--- src/rtl/wsfla_pkg.sv ---
package wsfla_pkg;

  // Result status codes
  localparam logic [1:0] ST_OK         = 2'd0;
  localparam logic [1:0] ST_NONE_FREE  = 2'd1;
  localparam logic [1:0] ST_NO_ACTIVE  = 2'd2;
  localparam logic [1:0] ST_NOT_ACTIVE = 2'd3;

  // Command codes of an input transaction
  localparam logic CMD_ALLOC   = 1'b0;
  localparam logic CMD_RELEASE = 1'b1;

  // Controller states
  typedef enum logic [2:0] {
    S_IDLE,
    S_DECIDE,
    S_ALLOC,
    S_REL_HEAD,
    S_WALK,
    S_UNLINK,
    S_PUSH,
    S_FINISH
  } state_e;

  // Datapath operations, one per cycle
  typedef enum logic [3:0] {
    OP_NONE,
    OP_CAPTURE,
    OP_ALLOC,
    OP_REL_HEAD,
    OP_WALK_INIT,
    OP_WALK_STEP,
    OP_WALK_HIT,
    OP_UNLINK,
    OP_PUSH,
    OP_RES_NONE_FREE,
    OP_RES_NO_ACTIVE,
    OP_RES_NOT_ACTIVE,
    OP_PUBLISH
  } op_e;

  // Link memory read address source
  typedef enum logic [1:0] {
    RD_FREE_HEAD,
    RD_ACTIVE_HEAD,
    RD_WORD
  } rd_sel_e;

  typedef struct packed {
    op_e     op;
    logic    rd_en;
    rd_sel_e rd_sel;
  } dp_cmd_t;

  typedef struct packed {
    logic cmd_release;
    logic free_empty;
    logic active_empty;
    logic head_match;
    logic cur_is_slot;
    logic cur_match;
    logic steps_last;
    logic out_free;
  } dp_sts_t;

endpackage

--- src/rtl/wsfla_ctrl.sv ---
module wsfla_ctrl
  import wsfla_pkg::*;
(
  input  logic    clk_i,
  input  logic    rst_ni,
  input  logic    in_valid_i,
  output logic    in_stall_o,
  input  dp_sts_t sts_i,
  output dp_cmd_t cmd_o
);

  state_e state_q, state_d;

  // Hold the state
  always_ff @(posedge clk_i or negedge rst_ni) begin
    if (!rst_ni) begin
      state_q <= S_IDLE;
    end else begin
      state_q <= state_d;
    end
  end

  // Next state
  always_comb begin
    state_d = state_q;
    unique case (state_q)
      S_IDLE: begin
        if (in_valid_i) state_d = S_DECIDE;
      end
      S_DECIDE: begin
        if (!sts_i.cmd_release) begin
          state_d = sts_i.free_empty ? S_FINISH : S_ALLOC;
        end else if (sts_i.active_empty) begin
          state_d = S_FINISH;
        end else if (sts_i.head_match) begin
          state_d = S_REL_HEAD;
        end else begin
          state_d = S_WALK;
        end
      end
      S_ALLOC:    state_d = S_FINISH;
      S_REL_HEAD: state_d = S_FINISH;
      S_WALK: begin
        if (!sts_i.cur_is_slot) begin
          state_d = S_FINISH;
        end else if (sts_i.cur_match) begin
          state_d = S_UNLINK;
        end else if (sts_i.steps_last) begin
          state_d = S_FINISH;
        end
      end
      S_UNLINK: state_d = S_PUSH;
      S_PUSH:   state_d = S_FINISH;
      S_FINISH: begin
        if (sts_i.out_free) state_d = S_IDLE;
      end
      default: state_d = S_IDLE;
    endcase
  end

  // Datapath commands
  always_comb begin
    cmd_o.op     = OP_NONE;
    cmd_o.rd_en  = 1'b0;
    cmd_o.rd_sel = RD_WORD;
    in_stall_o   = 1'b1;
    unique case (state_q)
      S_IDLE: begin
        in_stall_o = 1'b0;
        if (in_valid_i) cmd_o.op = OP_CAPTURE;
      end
      S_DECIDE: begin
        if (!sts_i.cmd_release) begin
          if (sts_i.free_empty) begin
            cmd_o.op = OP_RES_NONE_FREE;
          end else begin
            cmd_o.rd_en  = 1'b1;
            cmd_o.rd_sel = RD_FREE_HEAD;
          end
        end else if (sts_i.active_empty) begin
          cmd_o.op = OP_RES_NO_ACTIVE;
        end else begin
          cmd_o.rd_en  = 1'b1;
          cmd_o.rd_sel = RD_ACTIVE_HEAD;
          if (!sts_i.head_match) cmd_o.op = OP_WALK_INIT;
        end
      end
      S_ALLOC:    cmd_o.op = OP_ALLOC;
      S_REL_HEAD: cmd_o.op = OP_REL_HEAD;
      S_WALK: begin
        if (!sts_i.cur_is_slot) begin
          cmd_o.op = OP_RES_NOT_ACTIVE;
        end else if (sts_i.cur_match) begin
          cmd_o.op    = OP_WALK_HIT;
          cmd_o.rd_en = 1'b1;
        end else if (sts_i.steps_last) begin
          cmd_o.op = OP_RES_NOT_ACTIVE;
        end else begin
          cmd_o.op    = OP_WALK_STEP;
          cmd_o.rd_en = 1'b1;
        end
      end
      S_UNLINK: cmd_o.op = OP_UNLINK;
      S_PUSH:   cmd_o.op = OP_PUSH;
      S_FINISH: begin
        if (sts_i.out_free) cmd_o.op = OP_PUBLISH;
      end
      default: cmd_o.op = OP_NONE;
    endcase
  end

endmodule

--- src/rtl/wsfla_dp.sv ---
module wsfla_dp
  import wsfla_pkg::*;
#(
  parameter int unsigned POOL_SIZE = 32
) (
  input  logic       clk_i,
  input  logic       rst_ni,
  input  logic       command_i,
  input  logic [4:0] slot_number_i,
  input  dp_cmd_t    cmd_i,
  output dp_sts_t    sts_o,
  input  logic       out_stall_i,
  output logic       out_valid_o,
  output logic [1:0] status_o,
  output logic [4:0] granted_slot_o
);

  localparam int unsigned SW = (POOL_SIZE > 1) ? $clog2(POOL_SIZE) : 1;
  localparam int unsigned LW = $clog2(POOL_SIZE + 1);
  localparam int unsigned CW = (LW > 5) ? LW : 5;
  localparam logic [LW-1:0] NULL_LINK = LW'(POOL_SIZE);

  // Link memory, one valid bit per entry; an unwritten entry i reads as i+1
  logic [LW-1:0]        link_mem_q [POOL_SIZE];
  logic [POOL_SIZE-1:0] link_vld_q;
  logic [LW-1:0]        rd_data_q;
  logic                 rd_vld_q;
  logic [SW-1:0]        rd_addr_q;

  logic          wr_en;
  logic [SW-1:0] wr_addr;
  logic [LW-1:0] wr_data;
  logic [SW-1:0] rd_addr;
  logic [LW-1:0] rd_word;

  logic [LW-1:0] free_head_q, free_head_d;
  logic [LW-1:0] active_head_q, active_head_d;
  logic          cmd_q, cmd_d;
  logic [4:0]    want_q, want_d;
  logic [SW-1:0] prev_q, prev_d;
  logic [SW-1:0] cur_q, cur_d;
  logic [SW-1:0] steps_q, steps_d;
  logic [1:0]    res_status_q, res_status_d;
  logic [4:0]    res_slot_q, res_slot_d;
  logic          out_valid_q, out_valid_d;
  logic [1:0]    out_status_q, out_status_d;
  logic [4:0]    out_slot_q, out_slot_d;

  // Resolve the word read last cycle
  assign rd_word = rd_vld_q ? rd_data_q : (LW'(rd_addr_q) + LW'(1));

  // Select the read address
  always_comb begin
    unique case (cmd_i.rd_sel)
      RD_FREE_HEAD:   rd_addr = free_head_q[SW-1:0];
      RD_ACTIVE_HEAD: rd_addr = active_head_q[SW-1:0];
      RD_WORD:        rd_addr = rd_word[SW-1:0];
      default:        rd_addr = rd_word[SW-1:0];
    endcase
  end

  // Next values of the list registers and memory write
  always_comb begin
    free_head_d   = free_head_q;
    active_head_d = active_head_q;
    cmd_d         = cmd_q;
    want_d        = want_q;
    prev_d        = prev_q;
    cur_d         = cur_q;
    steps_d       = steps_q;
    res_status_d  = res_status_q;
    res_slot_d    = res_slot_q;
    out_status_d  = out_status_q;
    out_slot_d    = out_slot_q;
    wr_en         = 1'b0;
    wr_addr       = prev_q;
    wr_data       = rd_word;
    case (cmd_i.op)
      OP_CAPTURE: begin
        cmd_d  = command_i;
        want_d = slot_number_i;
      end
      OP_ALLOC: begin
        free_head_d   = rd_word;
        wr_en         = 1'b1;
        wr_addr       = free_head_q[SW-1:0];
        wr_data       = active_head_q;
        active_head_d = free_head_q;
        res_status_d  = ST_OK;
        res_slot_d    = 5'(free_head_q[SW-1:0]);
      end
      OP_REL_HEAD: begin
        active_head_d = rd_word;
        wr_en         = 1'b1;
        wr_addr       = active_head_q[SW-1:0];
        wr_data       = free_head_q;
        free_head_d   = active_head_q;
        res_status_d  = ST_OK;
        res_slot_d    = 5'(active_head_q[SW-1:0]);
      end
      OP_WALK_INIT: begin
        prev_d  = active_head_q[SW-1:0];
        steps_d = '0;
      end
      OP_WALK_STEP: begin
        prev_d  = rd_word[SW-1:0];
        steps_d = steps_q + SW'(1);
      end
      OP_WALK_HIT: cur_d = rd_word[SW-1:0];
      OP_UNLINK: begin
        // Bridge the predecessor over the slot being released
        wr_en   = 1'b1;
        wr_addr = prev_q;
        wr_data = rd_word;
      end
      OP_PUSH: begin
        wr_en        = 1'b1;
        wr_addr      = cur_q;
        wr_data      = free_head_q;
        free_head_d  = LW'(cur_q);
        res_status_d = ST_OK;
        res_slot_d   = 5'(cur_q);
      end
      OP_RES_NONE_FREE: begin
        res_status_d = ST_NONE_FREE;
        res_slot_d   = '0;
      end
      OP_RES_NO_ACTIVE: begin
        res_status_d = ST_NO_ACTIVE;
        res_slot_d   = '0;
      end
      OP_RES_NOT_ACTIVE: begin
        res_status_d = ST_NOT_ACTIVE;
        res_slot_d   = '0;
      end
      OP_PUBLISH: begin
        out_status_d = res_status_q;
        out_slot_d   = res_slot_q;
      end
      default: ;
    endcase
  end

  // Output register: load on publish, drop once taken
  always_comb begin
    out_valid_d = out_valid_q;
    if (cmd_i.op == OP_PUBLISH) begin
      out_valid_d = 1'b1;
    end else if (out_valid_q && !out_stall_i) begin
      out_valid_d = 1'b0;
    end
  end

  // Link memory write and registered read
  always_ff @(posedge clk_i) begin
    if (wr_en) link_mem_q[wr_addr] <= wr_data;
    if (cmd_i.rd_en) rd_data_q <= link_mem_q[rd_addr];
  end

  // Valid bits and read tracking
  always_ff @(posedge clk_i or negedge rst_ni) begin
    if (!rst_ni) begin
      link_vld_q <= '0;
      rd_vld_q   <= 1'b0;
      rd_addr_q  <= '0;
    end else begin
      if (wr_en) link_vld_q[wr_addr] <= 1'b1;
      if (cmd_i.rd_en) begin
        rd_vld_q  <= link_vld_q[rd_addr];
        rd_addr_q <= rd_addr;
      end
    end
  end

  // List heads and control registers
  always_ff @(posedge clk_i or negedge rst_ni) begin
    if (!rst_ni) begin
      free_head_q   <= '0;
      active_head_q <= NULL_LINK;
      cmd_q         <= CMD_ALLOC;
      out_valid_q   <= 1'b0;
    end else begin
      free_head_q   <= free_head_d;
      active_head_q <= active_head_d;
      cmd_q         <= cmd_d;
      out_valid_q   <= out_valid_d;
    end
  end

  // Payload registers
  always_ff @(posedge clk_i) begin
    want_q       <= want_d;
    prev_q       <= prev_d;
    cur_q        <= cur_d;
    steps_q      <= steps_d;
    res_status_q <= res_status_d;
    res_slot_q   <= res_slot_d;
    out_status_q <= out_status_d;
    out_slot_q   <= out_slot_d;
  end

  // Status towards the controller
  assign sts_o.cmd_release  = (cmd_q == CMD_RELEASE);
  assign sts_o.free_empty   = !(free_head_q < NULL_LINK);
  assign sts_o.active_empty = !(active_head_q < NULL_LINK);
  assign sts_o.head_match   = (CW'(active_head_q) == CW'(want_q));
  assign sts_o.cur_is_slot  = (rd_word < NULL_LINK);
  assign sts_o.cur_match    = (CW'(rd_word) == CW'(want_q));
  assign sts_o.steps_last   = (steps_q == SW'(POOL_SIZE - 1));
  assign sts_o.out_free     = !out_valid_q || !out_stall_i;

  assign out_valid_o    = out_valid_q;
  assign status_o       = out_status_q;
  assign granted_slot_o = out_slot_q;

endmodule

--- src/rtl/watch_slot_free_list_allocator_top.sv ---
// Slot pool allocator with a free list and an active list in one link memory.
//
// Input channel (in_valid_i / in_stall_o): command_i 0 allocates the head of
// the free list and moves it to the head of the active list; command_i 1
// releases slot_number_i, searching the active list from its head.
// Output channel (out_valid_o / out_stall_i): one transaction per input
// transaction, status_o (ok, none free, no active, not active) and
// granted_slot_o (the slot on ok, else 0).
// Steps: DECIDE tests the captured command; a failure that needs no search
// goes straight to FINISH, an allocate passes through ALLOC and a release of
// the active head through REL_HEAD. A release further down the list walks
// it in WALK, then unlinks the slot in UNLINK and pushes it in PUSH; FINISH
// publishes the result. The search reads one link per cycle from the link
// memory, and a search that reaches the end of the list ends as not active.
// One transaction is processed at a time; the next one is taken once the
// result sits in the output register, even while that result is stalled.
// A new result waits in the result register while out_stall_i holds the
// previous one, which delays its publication.
// Reset: the free list holds every slot in order, the active list is empty;
// per-entry valid bits make the link memory read its reset value at once.
module watch_slot_free_list_allocator_top
  import wsfla_pkg::*;
#(
  parameter int unsigned POOL_SIZE = 32
) (
  input  logic       clk_i,
  input  logic       rst_ni,
  input  logic       in_valid_i,
  output logic       in_stall_o,
  input  logic       command_i,
  input  logic [4:0] slot_number_i,
  output logic       out_valid_o,
  input  logic       out_stall_i,
  output logic [1:0] status_o,
  output logic [4:0] granted_slot_o
);

  dp_cmd_t dp_cmd;
  dp_sts_t dp_sts;

  wsfla_ctrl u_ctrl (
    .clk_i      (clk_i),
    .rst_ni     (rst_ni),
    .in_valid_i (in_valid_i),
    .in_stall_o (in_stall_o),
    .sts_i      (dp_sts),
    .cmd_o      (dp_cmd)
  );

  wsfla_dp #(
    .POOL_SIZE (POOL_SIZE)
  ) u_dp (
    .clk_i          (clk_i),
    .rst_ni         (rst_ni),
    .command_i      (command_i),
    .slot_number_i  (slot_number_i),
    .cmd_i          (dp_cmd),
    .sts_o          (dp_sts),
    .out_stall_i    (out_stall_i),
    .out_valid_o    (out_valid_o),
    .status_o       (status_o),
    .granted_slot_o (granted_slot_o)
  );

  // One transaction in flight: stall straight after acceptance
  a_single_item : assert property (@(posedge clk_i) disable iff (!rst_ni)
    (in_valid_i && !in_stall_o) |=> in_stall_o)
    else $error("input accepted on consecutive cycles");

  // Never overwrite a result that is still stalled
  a_publish_free : assert property (@(posedge clk_i) disable iff (!rst_ni)
    (dp_cmd.op == OP_PUBLISH) |-> (!out_valid_o || !out_stall_i))
    else $error("result published over a stalled result");

  // Failures carry slot zero
  a_fail_zero : assert property (@(posedge clk_i) disable iff (!rst_ni)
    (out_valid_o && (status_o != ST_OK)) |-> (granted_slot_o == 5'd0))
    else $error("failed transaction reports a slot");

  // Granted slot lies inside the pool
  a_slot_range : assert property (@(posedge clk_i) disable iff (!rst_ni)
    (out_valid_o && (status_o == ST_OK)) |->
      ((POOL_SIZE >= 32) || (32'(granted_slot_o) < POOL_SIZE)))
    else $error("granted slot outside the pool");

endmodule
--- config.mk ---
export PLATFORM = sky130hd
export DESIGN_NAME = watch_slot_free_list_allocator_top
export DESIGN_NICKNAME = d
export VERILOG_FILES = /design/src/rtl/wsfla_pkg.sv /design/src/rtl/wsfla_ctrl.sv /design/src/rtl/wsfla_dp.sv /design/src/rtl/watch_slot_free_list_allocator_top.sv
export SDC_FILE = /design/constraint.sdc
export NUM_CORES = 1
export LEC_CHECK = 0
export ABC_AREA = 1
export BUFFER_PORTS_ARGS = -buffer_cell sky130_fd_sc_hd__buf_2
export CAP_MARGIN = 20
export CORE_MARGIN = 3
export CORE_UTILIZATION = 35
export CTS_CLUSTER_DIAMETER = 60
export CTS_CLUSTER_SIZE = 40
export DETAILED_ROUTE_END_ITERATION = 16
export HOLD_SLACK_MARGIN = 0.03
export PLACE_DENSITY = 0.47
export SLEW_MARGIN = 20
export SYNTH_ARGS = -nofsm -noshare
export SYNTH_HDL_FRONTEND = slang
export SYNTH_SLANG_ARGS = --single-unit
--- constraint.sdc ---
create_clock -name clk_i -period 3.9 [get_ports clk_i]
set_clock_uncertainty 0.05 [all_clocks]
set_input_delay 0.585 -clock clk_i [delete_from_list [all_inputs] [get_ports clk_i]]
set_output_delay 0.585 -clock clk_i [all_outputs]
set_load 0.01 [all_outputs]
==> results of run 1 <==
final cells by class:
type / count / area (µm²) / area share
Inverter: 147 / 554 / 0.0380
Multi-Input combinational cell: 782 / 3690 / 0.253
Timing Repair Buffer: 51 / 400 / 0.0275
Clock buffer: 27 / 676 / 0.0464
Tap cell: 461 / 577 / 0.0396
Sequential cell: 287 / 8340 / 0.573
Clock inverter: 23 / 328 / 0.0225
worst min path at each step:
stage / startpoint / to / cells past startpoint
detailed placement: u_dp.res_slot_q[3] / u_dp.granted_slot_o[3] / 0
global placement: u_dp.res_slot_q[0] / u_dp.granted_slot_o[0] / 0
finish: rst_ni / u_dp.out_valid_o / 1
CTS: rst_ni / u_dp.out_valid_o / 1
floorplan: rst_ni / u_ctrl.state_q[0] / 0
global route: rst_ni / u_ctrl.state_q[1] / 1
cells by family after synthesis:
group,synth area share
XOR/XNOR,0.00203
AO/OA/AOI/OAI,0.0830
adder cells (fa/ha/maj),0.00290
buffers and inverters,0.0714
AND/OR/NAND/NOR,0.196
flip-flops,0.645
routing by layer:
metal,GRT usage,wire length (µm)
met1,0.270,16800
met2,0.278,15600
met3,0.0265,1830
met4,0.0461,827
met5,0,0
cells in the final DEF, fill, tap and decap left out, types with 4 or more instances in the layout:
master and count:
o211ai_1 27, dfrtp_1 54, nand3_1 131, nand2_1 281, edfxtp_1 232, inv_1 139
nor2_1 141, buf_2 18, nand2_4 5, o21ai_0 99, a31oi_1 4, buf_12 5
nor3_1 5, buf_4 28, o221ai_1 4, inv_6 4, clkinv_8 5, a22oi_1 6
o22ai_1 7, o21ai_1 5, clkbuf_16 27, nand2_2 10, inv_8 6, o21ai_2 7
inv_2 7, a21oi_1 23
critical path: cells and delay by family (launching register included):
kind / cells / cell delay [ps]
and+or+nand+nor: 5 / 1370
buffers and inverters: 4 / 740
DFF: 1 / 580
AOI/OAI and AO/OA: 1 / 230
sequential cells by signal, summed over array words and instances, names as in the netlist:
name and count:
u_dp.rd_addr_q 5, u_dp.rd_data_q 6, u_dp.res_status_q 2, u_dp.want_q 5, u_dp.granted_slot_o 5, u_dp.link_mem_q 192, u_dp.res_slot_q 5, u_dp.status_o 2
u_dp.out_valid_o 1, u_dp.free_head_q 6, u_dp.cur_q 5, u_dp.steps_q 5, u_dp.cmd_q 1, u_dp.active_head_q 6, u_dp.prev_q 5, u_ctrl.state_q 3
u_dp.rd_vld_q 1, u_dp.link_vld_q 32
stage by stage:
stage	setup slack, ps	utilization	cells	hold slack (ps)	instance area, µm²
after floorplan	962	-	1268	239	12900
after global placement	709	0.377	1728	352	13600
after detailed placement	647	0.377	1728	356	13600
after CTS	607	0.405	1778	102	14600
after global routing	336	0.405	1778	116	14600
final	540	0.405	1778	61.8	14600
==> impl_metrics.csv, run 1 <==
group,metric,value,unit
synthesis,yosysSeqAreaShare,0.645,
synthesis,async_flop_share,0.192,
setup_path,criticalPathCategory,"flop to flop",
route,ant_nets,0,
synthesis,synth_nets,1281,
synthesis,syn_area,0.0129,mm²
clocking,clk_latency,570,ps
route,drtIter0Drc,850,
setup_path,crit_fanout,11,
clocking,cts.path.max_buffers,3,
route,dr.pass1.iters,5,
synthesis,synthTopCellsByCount,"nand2_1 (281), edfxtp_1 (232), nor2_1 (141), inv_1 (139), nand3_1 (131)",
grt,antenna_found_initial,0,
clocking,post-cts-setup-buffers,0,
synthesis,synth.area.top_cells,"edfxtp_1 (54%), dfrtp_1 (10%), nand2_1 (8.2%)",
grt,grt_pass1_vias,8733,
clocking,clkTransAtPathRegs,70,ps
die,io_pins,19,
setup_path,worstPathCellList,"inv_1 -> nand3_1 -> buf_4 -> o22ai_1 -> inv_1 -> nand3_1 -> nand2_1 -> inv_1 -> nand2_1 -> nor2_1",
grt,grt_max_degree,46,
placement,place_congestion,0.884,
setup_path,cp_data_arrival_time,3490,ps
route,totalWireLength,35100,µm
setup_path,start_kind,"flop",
clocking,postCtsHoldBufs,0,
die,die-area,0.0393,mm²
sta,tightestPinTransition,850,ps
synthesis,synth-edff-count,232,
sta,slew_viol_final,0,
cells_and_area,fillers,3509,
min_path,min_path_type,"primary input to asynchronous set/reset pin",
setup_path,r2r_slack,540,ps
grt,grt_usage,0.181,
setup_path,worst_path_most_repeated_cell,"inv_1",
setup_path,crit_slowest_cell,"nor2_1",
synthesis,synthCells,1268,
clocking,cts_max_level,1,
sta,rsz0062_at_grt,"no",
setup_path,r2r_cells,10,
setup_path,required,4030,ps
cells_and_area,final_nets,1309,
synthesis,yosys_most_used_dff,"edfxtp_1",
clocking,cts_tree,"done",
synthesis,post-synth-top-count-cell,"nand2_1",
sta,max_freq,298,MHz
synthesis,yosysWarnings,0,
setup_path,crit_path_end_kind,"flop",
synthesis,yosysUniqueCellTypes,41,
grt,grt_pass1_wl,54400,µm
run,max-cap-violations,0,
setup_path,rr_endpoint,"u_dp.link_mem_q[29][3]",
sta,fin_crit,3360,ps
clocking,clock_sinks,287,
clocking,cts_resized,0,
route,via_per_inst,5.11,
clocking,cts_made_buffers,27,
sta,relSlewSlack,0.433,
clocking,root_buffer,"clkbuf_16",
setup_path,cpPeakStageDelay,590,ps
sta,hold_viol,0,
die,core-area,0.0360,mm²
cells_and_area,diodes,0,
cells_and_area,final_layout_size_suffix_gt1_frac,0.109,
sta,tns,0,ps
synthesis,synthDominantCellAreaShare,0.539,
route,drc,0,
setup_path,endpoint,"u_dp.link_mem_q[29][3]",
route,routedWlPerCell,19.8,µm
sta,setup_viol,0,
synthesis,synth_area_per_cell,10.2,µm²
route,via_count,9091,
status,status,"finished clean",
grt,grt-ovfl-total,0,
placement,port_buffers,18,
cells_and_area,synthToLayoutAreaGrowth,12.6,%
die,rows,69,
die,start_util,0.359,
setup_path,timing.rr.start,"u_ctrl.state_q[2]",
synthesis,synth-seq-cells,287,
synthesis,yosys.area.top_type,"edfxtp_1",
sta,finalCritPeriodShare,0.862,
die,die_x,198,µm
setup_path,worstSetupStartpoint,"u_ctrl.state_q[2]",
placement,hpwl,22600,µm
die,die_h,198,µm
Power of run 1 is not shown: default switching activity piles up to over one toggle a cycle in this logic, so the estimate is an artifact.
==> run 2: changes to the inputs <==
--- a/config.mk
+++ b/config.mk
@@ -6,13 +6,13 @@
 export NUM_CORES = 1
 export LEC_CHECK = 0
 export ABC_AREA = 1
-export BUFFER_PORTS_ARGS = -buffer_cell sky130_fd_sc_hd__buf_2
 export CAP_MARGIN = 20
 export CORE_MARGIN = 3
 export CORE_UTILIZATION = 35
 export CTS_CLUSTER_DIAMETER = 60
 export CTS_CLUSTER_SIZE = 40
 export DETAILED_ROUTE_END_ITERATION = 16
+export DONT_BUFFER_PORTS = 1
 export HOLD_SLACK_MARGIN = 0.03
 export PLACE_DENSITY = 0.47
 export SLEW_MARGIN = 20
==> run 2 against run 1 <==
Register-to-register slack better by 30 ps. Count of clock-buffer cells in the layout is 4 higher. Cell count is 1.1% lower. Critical path type unchanged. Hold slack better by 15 ps. Largest cell class unchanged. Sequential share of layout area is 0.47 points higher. First-iteration DRC count is 37% lower. Die area stayed put.
==> impl_metrics.csv, run 2 (same netlist as run 1, synthesis figures left out) <==
group,metric,value,unit
status,status,"finished clean",
sta,hold_viol,0,
die,die_h,198,µm
route,dr.pass1.iters,5,
cells_and_area,synthToLayoutAreaGrowth,11.7,%
route,via_per_inst,5.05,
die,start_util,0.359,
route,drc,0,
min_path,hold_end,"u_dp.want_q[2]",
setup_path,worstPathCellList,"nor2_2 -> nor2_2 -> nand2_1 -> nand3_1 -> nand3_1 -> buf_4 -> nor2_1",
setup_path,crit_family,"simple AND/OR/NAND/NOR gates",
clocking,cts_max_level,1,
cells_and_area,final_nets,1291,
die,die_x,198,µm
sta,slew_viol_final,0,
cells_and_area,final_cell_mix,"nand2_1 (281), edfxtp_1 (232), nor2_1 (141)",
placement,port_buffers,0,
cells_and_area,reg.largest.list,"u_dp.link_mem_q: 192 flops, u_dp.link_vld_q: 32 flops",
setup_path,cpPeakStageDelay,680,ps
cells_and_area,final_common_cell,"nand2_1",
sta,fin_crit,3330,ps
clocking,clock_sinks,287,
clocking,cts_made_buffers,27,
die,io_pins,19,
route,routedWlPerCell,19.8,µm
die,core-area,0.0360,mm²
clocking,cts_tree,"done",
placement,place_congestion,0.934,
run,max-cap-violations,0,
sta,fin_ws,575,ps
setup_path,crit_path_end_kind,"flop",
min_path,min_delay_path_depth,0,
sta,rsz0062_at_grt,"no",
cells_and_area,largest_reg_flops,192,
sta,tns,0,ps
sta,finalCritPeriodShare,0.853,
grt,grt_usage,0.180,
route,via_count,8887,
setup_path,timing.rr.start,"u_ctrl.state_q[2]",
die,rows,69,
die,die-area,0.0393,mm²
clocking,root_buffer,"clkbuf_16",
cells_and_area,final_layout_size_suffix_gt1_frac,0.0932,
setup_path,worstSetupStartpoint,"u_ctrl.state_q[2]",
grt,grt_pass1_wl,54300,µm
route,drtIter0Drc,535,
sta,setup_viol,0,
cells_and_area,fillers,3555,
setup_path,r2r_cells,7,
sta,relSlewSlack,0.443,
grt,grt_max_degree,59,
setup_path,crit_fanout,15,
clocking,clkTransAtPathRegs,70,ps
placement,pre_cts_slack,635,ps
cells_and_area,diodes,0,
clocking,cts.path.max_buffers,3,
setup_path,crit_slowest_cell,"dfrtp_1",
setup_path,criticalPathCategory,"flop to flop",
setup_path,rr_endpoint,"u_dp.link_mem_q[3][1]",
setup_path,r2r_slack,570,ps
setup_path,required,4040,ps
grt,grt-ovfl-total,0,
grt,antenna_found_initial,1,
cells_and_area,regMostFlops,"u_dp.link_mem_q",
setup_path,cp.depth,7,
grt,grt_pass1_vias,8919,
placement,hpwl,22300,µm
sta,max_freq,301,MHz
clocking,clk_latency,560,ps
route,totalWireLength,34800,µm
setup_path,cp_data_arrival_time,3470,ps
min_path,min_path_type,"primary input to flop",
clocking,post-cts-setup-buffers,0,
sta,tightestPinTransition,835,ps
setup_path,critPathBufInv,1,
min_path,min_from,"slot_number_i[2]",
route,ant_nets,0,
setup_path,start_kind,"flop",
[run 2: layout make-up]
type / count / area (µm²) / area share
flip-flops and latches: 287 / 8340 / 0.578
multi-input cells: 782 / 3700 / 0.256
clock buffers: 31 / 733 / 0.0507
well taps: 461 / 577 / 0.0399
inverters: 147 / 554 / 0.0384
repair buffers: 33 / 345 / 0.0239
clock inverters: 18 / 191 / 0.0132
[run 2: repair_timing]
action	4_1_cts	5_1_grt
hold buffers	2	0
hold endpoints to repair	55	0
gates resized for setup	0	0
[run 2: worst max path at each step]
stage                                       end
after floorplan           u_dp.link_mem_q[0][2]
after global placement    u_dp.link_mem_q[3][2]
after detailed placement  u_dp.link_mem_q[3][2]
after CTS                 u_dp.link_mem_q[3][1]
after global routing      u_dp.link_mem_q[3][1]
final                     u_dp.link_mem_q[3][1]
[run 2: per-stage QoR]
| stage | util | hold slack, ps | area [µm²] | std cells |
|---|---|---|---|---|
| after detailed placement | 0.375 | 241 | 13500 | 1708 |
| after CTS | 0.401 | 43.0 | 14400 | 1759 |
| after global routing | 0.401 | 51.4 | 14400 | 1759 |
| after floorplan | - | 239 | 12900 | 1268 |
| after global placement | 0.375 | 241 | 13500 | 1708 |
| final | 0.401 | 76.5 | 14400 | 1759 |
[run 2: layer usage]
layer / wire [µm] / global-route usage
met5: 12 / 0
met4: 923 / 0.0488
met3: 1300 / 0.0293
met2: 16000 / 0.290
met1: 16600 / 0.254
Power of run 2 is left out for the same reason.
==> run 3: changes to the inputs <==
--- a/config.mk
+++ b/config.mk
@@ -8,14 +8,14 @@
 export ABC_AREA = 1
 export CAP_MARGIN = 20
 export CORE_MARGIN = 3
-export CORE_UTILIZATION = 35
+export CORE_UTILIZATION = 36
 export CTS_CLUSTER_DIAMETER = 60
-export CTS_CLUSTER_SIZE = 40
 export DETAILED_ROUTE_END_ITERATION = 16
 export DONT_BUFFER_PORTS = 1
 export HOLD_SLACK_MARGIN = 0.03
-export PLACE_DENSITY = 0.47
+export PLACE_DENSITY = 0.48
 export SLEW_MARGIN = 20
 export SYNTH_ARGS = -nofsm -noshare
 export SYNTH_HDL_FRONTEND = slang
+export SYNTH_HIERARCHICAL = 1
 export SYNTH_SLANG_ARGS = --single-unit
==> run 3 against run 2 <==
Maximum frequency fell by 10%. Via count rose by 7.1%. Global-route usage is 0.90 points higher. Setup slack got worse by 380 ps. Count of clock-buffer cells in the layout up 9. Routed wire length is 5.2% higher. Sequential share of layout area shrank 6.3 points.
==> impl_metrics.csv, run 3 <==
group,metric,value,unit
setup_path,criticalPathCategory,"flop to flop",
synthesis,synth.area.top_cells,"edfxtp_1 (53%), dfrtp_1 (10%), nand2_1 (6.3%)",
cells_and_area,final_layout_size_suffix_gt1_frac,0.209,
synthesis,synthDominantCellAreaShare,0.525,
sta,finalCritPeriodShare,0.951,
route,drc,0,
clocking,clk_latency,550,ps
die,die_h,198,µm
clocking,cts_max_level,2,
sta,tightestPinTransition,735,ps
synthesis,async_flop_share,0.192,
grt,grt_pass1_wl,56000,µm
synthesis,yosys_most_used_dff,"edfxtp_1",
sta,hold_viol,0,
cells_and_area,largest_reg_flops,192,
route,via_per_inst,4.99,
route,totalWireLength,36600,µm
sta,slew_viol_final,0,
sta,fin_crit,3710,ps
min_path,min_path_type,"primary input to flop",
cells_and_area,regMostFlops,"u_dp/link_mem_q",
placement,hpwl,23800,µm
synthesis,synth_nets,1315,
synthesis,yosys.area.top_type,"edfxtp_1",
synthesis,yosysUniqueCellTypes,46,
route,dr.pass1.iters,5,
synthesis,syn_area,0.0133,mm²
setup_path,r2r_slack,190,ps
sta,setup_viol,0,
sta,hold_slack,87.0,ps
clocking,clock_sinks,287,
setup_path,crit_path_end_kind,"flop",
synthesis,yosysSeqAreaShare,0.629,
synthesis,synth-seq-cells,287,
cells_and_area,final_nets,1436,
grt,grt_max_degree,75,
die,die-area,0.0392,mm²
route,drtIter0Drc,619,
cells_and_area,final_common_cell,"edfxtp_1",
run,max-cap-violations,0,
die,die_x,198,µm
synthesis,synth_area_per_cell,10.2,µm²
die,start_util,0.369,
setup_path,required,4110,ps
synthesis,yosysWarnings,6,
grt,grt-ovfl-total,0,
synthesis,synth-edff-count,232,
grt,grt_usage,0.189,
route,via_count,9520,
clocking,cts_made_buffers,35,
cells_and_area,reg.largest.list,"u_dp/link_mem_q: 192 flops, u_dp/link_vld_q: 32 flops",
clocking,cts_tree,"done",
grt,antenna_found_initial,0,
route,routedWlPerCell,19.2,µm
die,rows,69,
placement,port_buffers,0,
status,status,"finished clean",
clocking,clkTransAtPathRegs,60,ps
synthesis,post-synth-top-count-cell,"edfxtp_1",
die,io_pins,19,
synthesis,synthCells,1302,
grt,grt_pass1_vias,9356,
setup_path,crit_fanout,7,
cells_and_area,diodes,0,
setup_path,cp_data_arrival_time,3910,ps
sta,relSlewSlack,0.509,
synthesis,synthTopCellsByCount,"edfxtp_1 (232), nand2_1 (224), inv_1 (204), nand3_1 (146), nor2_1 (66)",
clocking,root_buffer,"clkbuf_16",
die,core-area,0.0359,mm²
sta,max_freq,270,MHz
setup_path,start_kind,"flop",
route,ant_nets,0,
clocking,cts.path.max_buffers,3,
cells_and_area,synthToLayoutAreaGrowth,22.2,%
placement,place_congestion,0.822,
cells_and_area,final_cell_mix,"edfxtp_1 (232), nand2_1 (224), inv_1 (201)",
[run 3: cell types whose count changed after synthesis, sizes merged, moves of 5 or more]
| cell | previous run | this run |
|---|---|---|
| inv | 147 | 223 |
| nor2 | 147 | 82 |
| nand2 | 296 | 242 |
| nand4 | 2 | 43 |
| o21ai | 111 | 85 |
| nand3 | 134 | 153 |
| o211ai | 27 | 45 |
| clkbuf | 6 | 23 |
| a21oi | 23 | 33 |
| a22oi | 6 | 1 |
| nor3 | 6 | 1 |
[run 3: worst paths after layout]
kind | from | endpoint | cells past startpoint
setup / recovery | u_dp/rd_addr_q[0] | u_dp/link_mem_q[28][2] | 23
hold / removal | slot_number_i[2] | u_dp/want_q[2] | 0
setup reg to reg | u_dp/rd_addr_q[0] | u_dp/link_mem_q[28][2] | 23
hold reg to reg | u_dp/res_status_q[0] | u_dp/status_o[0] | 0
max in group asynchronous | rst_ni | u_dp/rd_vld_q | 2
min in group asynchronous | rst_ni | u_dp/free_head_q[5] | 2
[run 3: critical path, cell delays in order (launching register included)]
cell     delay (ps)
dfrtp_1         400
ha_4            160
nand4_1         140
nand2_1         120
o21ai_2          80
xor2_1          170
nor4_2          260
nand2_1         140
buf_4           150
nand3_1         100
nand3_2         120
nor2_4          150
inv_4            80
nor2_4          140
inv_6            80
o22ai_4         120
inv_2            80
nand3_4         130
inv_2            80
nor2_4          160
nand2_4          80
buf_4           150
nor2_1           90
buf_4           160
[run 3: final cells by class]
cell class	instances	area (µm²)
sequential	287	8350
clock buffer	40	916
tap	461	577
inverter	223	855
fill	3366	19700
timing repair buffer	149	1290
multi-input combinational	727	4070
clock inverter	21	164
[run 3: kinds of logic after synthesis]
logic type      after synthesis  share of synthesized area
flops                       287                      0.629
compound gates              191                     0.0881
mux                           1                   0.000849
buf+inv                     288                     0.0875
xor+xnor                      6                    0.00396
simple gates                526                      0.188
fa+ha+maj                     3                    0.00283
[run 3: through the flow]
step	TNS, ps	instance area, µm²	instances	worst slack [ps]	util
global placement	-3580	14800	1838	-141	0.413
floorplan	-17860	13300	1302	-93.0	-
finish	0	16200	1908	192	0.452
global route	-1010	16200	1908	-27.4	0.452
CTS	0	16000	1901	34.0	0.445
detailed placement	-13360	14800	1838	-229	0.413
[run 3: layer usage]
metal / GRT usage / share of wire / vias to the layer above
li1: - / - / 4685
met1: 0.259 / 0.46 / 4590
met2: 0.300 / 0.46 / 181
met3: 0.0485 / 0.053 / 64
met4: 0.0537 / 0.025 / 0
met5: 0 / 0 / -
[run 3: repair_timing]
action	in CTS	in global routing
hold endpoints to repair	55	0
pin swaps	0	15
buffers inserted	0	7
hold buffers	2	0
endpoints found under the setup margin	192	276
gates resized for setup	8	44
Power of run 3 is left out for the same reason.
